[config.mk]
export PLATFORM = sky130hd
export DESIGN_NAME = sact_ctrl
export DESIGN_NICKNAME = d
export VERILOG_FILES = /design/src/rtl/sact_pkg.sv /design/src/rtl/sact_ctrl.sv
export SDC_FILE = /design/constraint.sdc
export NUM_CORES = 1
export LEC_CHECK = 0
export BUFFER_PORTS_ARGS = -buffer_cell sky130_fd_sc_hd__buf_2
export CORE_AREA = 5 5 42 44
export CTS_CLUSTER_SIZE = 14
export DETAILED_ROUTE_END_ITERATION = 10
export DIE_AREA = 0 0 47 49
export GPL_ROUTABILITY_DRIVEN = 0
export GPL_TIMING_DRIVEN = 0
export HOLD_SLACK_MARGIN = 0.12
export SLEW_MARGIN = 20
export SYNTH_ARGS = -nofsm -noshare
export SYNTH_HDL_FRONTEND = slang
export SYNTH_SLANG_ARGS = --single-unit
[constraint.sdc]
create_clock -name aclk -period 0.9 [get_ports aclk]
set_input_delay 0.045 -clock aclk [delete_from_list [all_inputs] [get_ports aclk]]
set_output_delay 0.045 -clock aclk [all_outputs]
set_load 0.02 [all_outputs]
[src/rtl/sact_pkg.sv]
// Shared types and constants of the set-associative tag store.
package sact_pkg;

    localparam int SETS_DEF     = 64;
    localparam int WAYS_DEF     = 8;
    localparam int TAG_BITS_DEF = 20;

    localparam int SET_IN_BITS  = 6;
    localparam int TAG_IN_BITS  = 20;
    localparam int S_DATA_BITS  = 32;
    localparam int M_DATA_BITS  = 8;
    localparam int CFG_IDX_BITS = 8;
    localparam int CFG_DAT_BITS = 8;

    localparam logic [CFG_IDX_BITS-1:0] REG_REPLACE_POLICY = 8'd0;
    localparam logic [CFG_IDX_BITS-1:0] REG_WAYS_LOG2      = 8'd1;

    localparam logic [1:0] CLS_HIT        = 2'd0;
    localparam logic [1:0] CLS_COMPULSORY = 2'd1;
    localparam logic [1:0] CLS_CONFLICT   = 2'd2;
    localparam logic [1:0] CLS_CAPACITY   = 2'd3;

    typedef enum logic [1:0] {
        ST_IDLE,
        ST_LOOKUP,
        ST_UPDATE
    } state_t;

    typedef struct packed {
        logic capture;   // latch the accepted word, start the row read
        logic compute;   // row data valid: resolve hit and victim
        logic writeback; // write the updated row
        logic load_out;  // move the result into the output register
    } cmd_t;

    typedef struct packed {
        logic out_free;
    } status_t;

    // largest k with (1 << k) <= n
    function automatic int floor_log2(input int n);
        int k;
        k = 0;
        while ((2 << k) <= n) k++;
        return k;
    endfunction

endpackage

[src/rtl/sact_ctrl.sv]
// Access sequencer: accept, row read, resolve, write back.
module sact_ctrl (
    input  logic              aclk,
    input  logic              aresetn,
    input  logic              s_tvalid,
    output logic              s_tready,
    input  sact_pkg::status_t status,
    output sact_pkg::cmd_t    cmd
);
    sact_pkg::state_t state_reg, state_next;

    always_ff @(posedge aclk) begin
        if (!aresetn) begin
            state_reg <= sact_pkg::ST_IDLE;
        end else begin
            state_reg <= state_next;
        end
    end

    always_comb begin
        state_next = state_reg;
        unique case (state_reg)
            sact_pkg::ST_IDLE: begin
                if (s_tvalid) state_next = sact_pkg::ST_LOOKUP;
            end
            sact_pkg::ST_LOOKUP: state_next = sact_pkg::ST_UPDATE;
            sact_pkg::ST_UPDATE: begin
                if (status.out_free) state_next = sact_pkg::ST_IDLE;
            end
            default: state_next = sact_pkg::ST_IDLE;
        endcase
    end

    always_comb begin
        s_tready = 1'b0;
        cmd      = '0;
        unique case (state_reg)
            sact_pkg::ST_IDLE: begin
                s_tready    = 1'b1;
                cmd.capture = s_tvalid;
            end
            sact_pkg::ST_LOOKUP: cmd.compute = 1'b1;
            sact_pkg::ST_UPDATE: begin
                // row write repeats while stalled; same data each time
                cmd.writeback = 1'b1;
                cmd.load_out  = status.out_free;
            end
            default: ;
        endcase
    end
endmodule

==> impl_metrics.ini <==
[routing]
viasPerCell = 3.359
drtPass1Iterations = 2
vias = 131
first_iter_violations = 3
wl_per_cell_microns = 8.436
detail-route-antenna-nets = 0
wl_microns = 329
drcViolationCount = 0

[power]
p_int_uw = 293.7
pwr-share-clk_pct = 49.4
cellPowerDensity_nw_per_um2 = 1549
peakVddDrop_mv = 0.4120
p_sw_share_pct = 24.64
power_leakage_uw = 0.0001089
pwr-share-comb_pct = 24.3
switching_power_uw = 96.00
seqPwrFrac_pct = 26.3

[final_layout]
nets = 29
final_cells = 39
utilization_pct = 17.95
num_antenna_cells = 0
largest_reg_flops = 2
fill_cells = 161
final_area_sq_um = 251.5
drive_gt1_share_pct = 78.26
syn2layout_area_growth_pct = 125.8

[sta]
max_freq_mhz = 998.5
hold_viol = 0
setup_viol = 4
drv_slew = 0
fin_ws_ns = -0.1015
relSlewSlack_pct = 87.56
worst_pin_slew_ns = 0.1862
grt_setup_unrepaired = true
skew_ns = 0.001337
holdWs_ns = 0.1584
min_period_ns = 1.002
min_period_over_period_pct = 111.3

[floorplanning]
io-pin-count = 9
die_width_microns = 47
core_sq_um = 1401
floorplan.rows = 14
start_util_pct = 7.946
die_area_sq_um = 2303
fp.dieH_microns = 49

[placed_design]
place_hpwl_microns = 244.2
placed_area_sq_um = 180.2
portBuffers = 8
dp_slack_ns = -0.01091
placed_cells = 34

[logic_synthesis]
yosysTopAreaCell = dfxtp_1
yosysTopAreaCellShare_pct = 35.96
seq_area_frac_synth_pct = 35.96
avgSynthCellArea_sq_um = 11.14
synth.net_count = 14
async_flop_share_pct = 0
synth_commonest_cells = and2_1 (2), dfxtp_1 (2), nor2b_4 (2)
synth_area_leaders = dfxtp_1 (36%), nor2b_4 (25%), and2_1 (11%)
netlist_area_sq_um = 111.4
synth_ff_type = dfxtp_1
ys_seq_elements = 2
yosys_warnings = 0
synthCells = 10
ys_types = 7
synth-edff-count = 0

[worst_setup_path]
cp_data_arrival_time_ns = 0.96
critPathMaxStageDelay_ns = 0.34
critPathLaunchType = flip-flop
path_cells = buf_4 > nor2b_4 > buf_6
path_buf_inv = 2
crit_required_ns = 0.85
cp-end-kind = output pin
cp_top_family = flip-flops
cp_slowest_cell = dfxtp_4
critPathKind = flip-flop to output pin
crit_fanout = 3

[clock_network]
cts_tree = yes
cts_max_level = 1
clockBufferDepth = 2
cts_buffers = 3
clk_latency_ns = 0.22
clk_pin_slew_ns = 0.03
clkSinkCount = 2
clockRootBuffer = clkbuf_4

[grt]
grt_max_degree = 6
grt_usage_pct = 4.079
antenna_found_initial = 0
grt_pass1_wl_microns = 565
first_global_vias = 149
overflow = 0

[status]
status = finished with violations
violations = setup timing

[flow_run]
drv_cap = 0

[min_path]
hp-class = primary input to flip-flop
cell usage in the layout (no fill, tap or decap), drive strengths merged:
cell type	netlist	layout
buf	0	9
clkbuf	0	3
nor2b	2	2
dfxtp	2	2
nor3b	2	2
and2	2	2
nor2	1	1
o21a	1	1
dlygate4sd3	0	1
worst reg2reg max path, cell delays in order (launching register included):
cell	delay, ns
dfxtp_4	0.34
buf_4	0.15
nor3b_1	0.13
o21a_1	0.16
per-stage QoR:
stage / power (uW) / setup TNS, ns
after floorplan: 152.5 / -0.0003704
after detailed placement: 177.6 / -0.01091
after CTS: 407.1 / -0.4326
after global routing: 422.8 / -0.6544
final: 389.7 / -0.3588
after global placement: 176.2 / 0
path summary, 6_finish.rpt:
check                                  start            to  slack (ns)  cells after the start
worst max-delay path            state_reg[1]        cmd[2]       -0.10                      3
worst min-delay path                  status  state_reg[1]        0.16                      3
worst max register to register  state_reg[1]  state_reg[1]        0.01                      3
worst min register to register  state_reg[1]  state_reg[0]        0.58                      2
cell type report:
class | count | area, sq um | share of cell area, %
multi-input combinational | 8 | 80.08 | 31.84
tap | 16 | 20.02 | 7.960
clock buffer | 3 | 22.52 | 8.955
sequential | 2 | 47.55 | 18.91
timing repair buffer | 10 | 81.33 | 32.34
metal layers:
layer | vias to the layer above | share of wire (%) | wire, microns | global-route usage (%)
li1 | 63 | - | - | -
met3 | 0 | 19 | 63 | 5.535
met5 | - | 0 | 0 | 0
met1 | 58 | 45 | 148 | 3.501
met2 | 10 | 36 | 118 | 4.751
met4 | 0 | 0 | 0 | 2.765
power by group through the flow:
stage / clock (uW) / combinational, uW / sequential, uW
finish: 193 / 94.5 / 103
CTS: 208 / 95.3 / 104
floorplan: 0 / 45.6 / 107
detailed placement: 0 / 69.1 / 108
global route: 216 / 102 / 104
global placement: 0 / 68.3 / 108
repair_timing:
item | 4_1_cts | 5_1_grt
pin swaps | 1 | 0
setup endpoints to repair | 5 | 6
hold buffers | 1 | 0
buffers inserted | 1 | 0
hold endpoints to repair | 2 | 0
gates resized for setup | 11 | 1
cells by family after synthesis:
family           count (synthesis)  synth area share (%)
AO/OA/AOI/OAI                    1                 6.744
AND/OR/NAND/NOR                  7                 57.30
flip-flops                       2                 35.96
No activity file was read; power rests on OpenSTA's default activity.
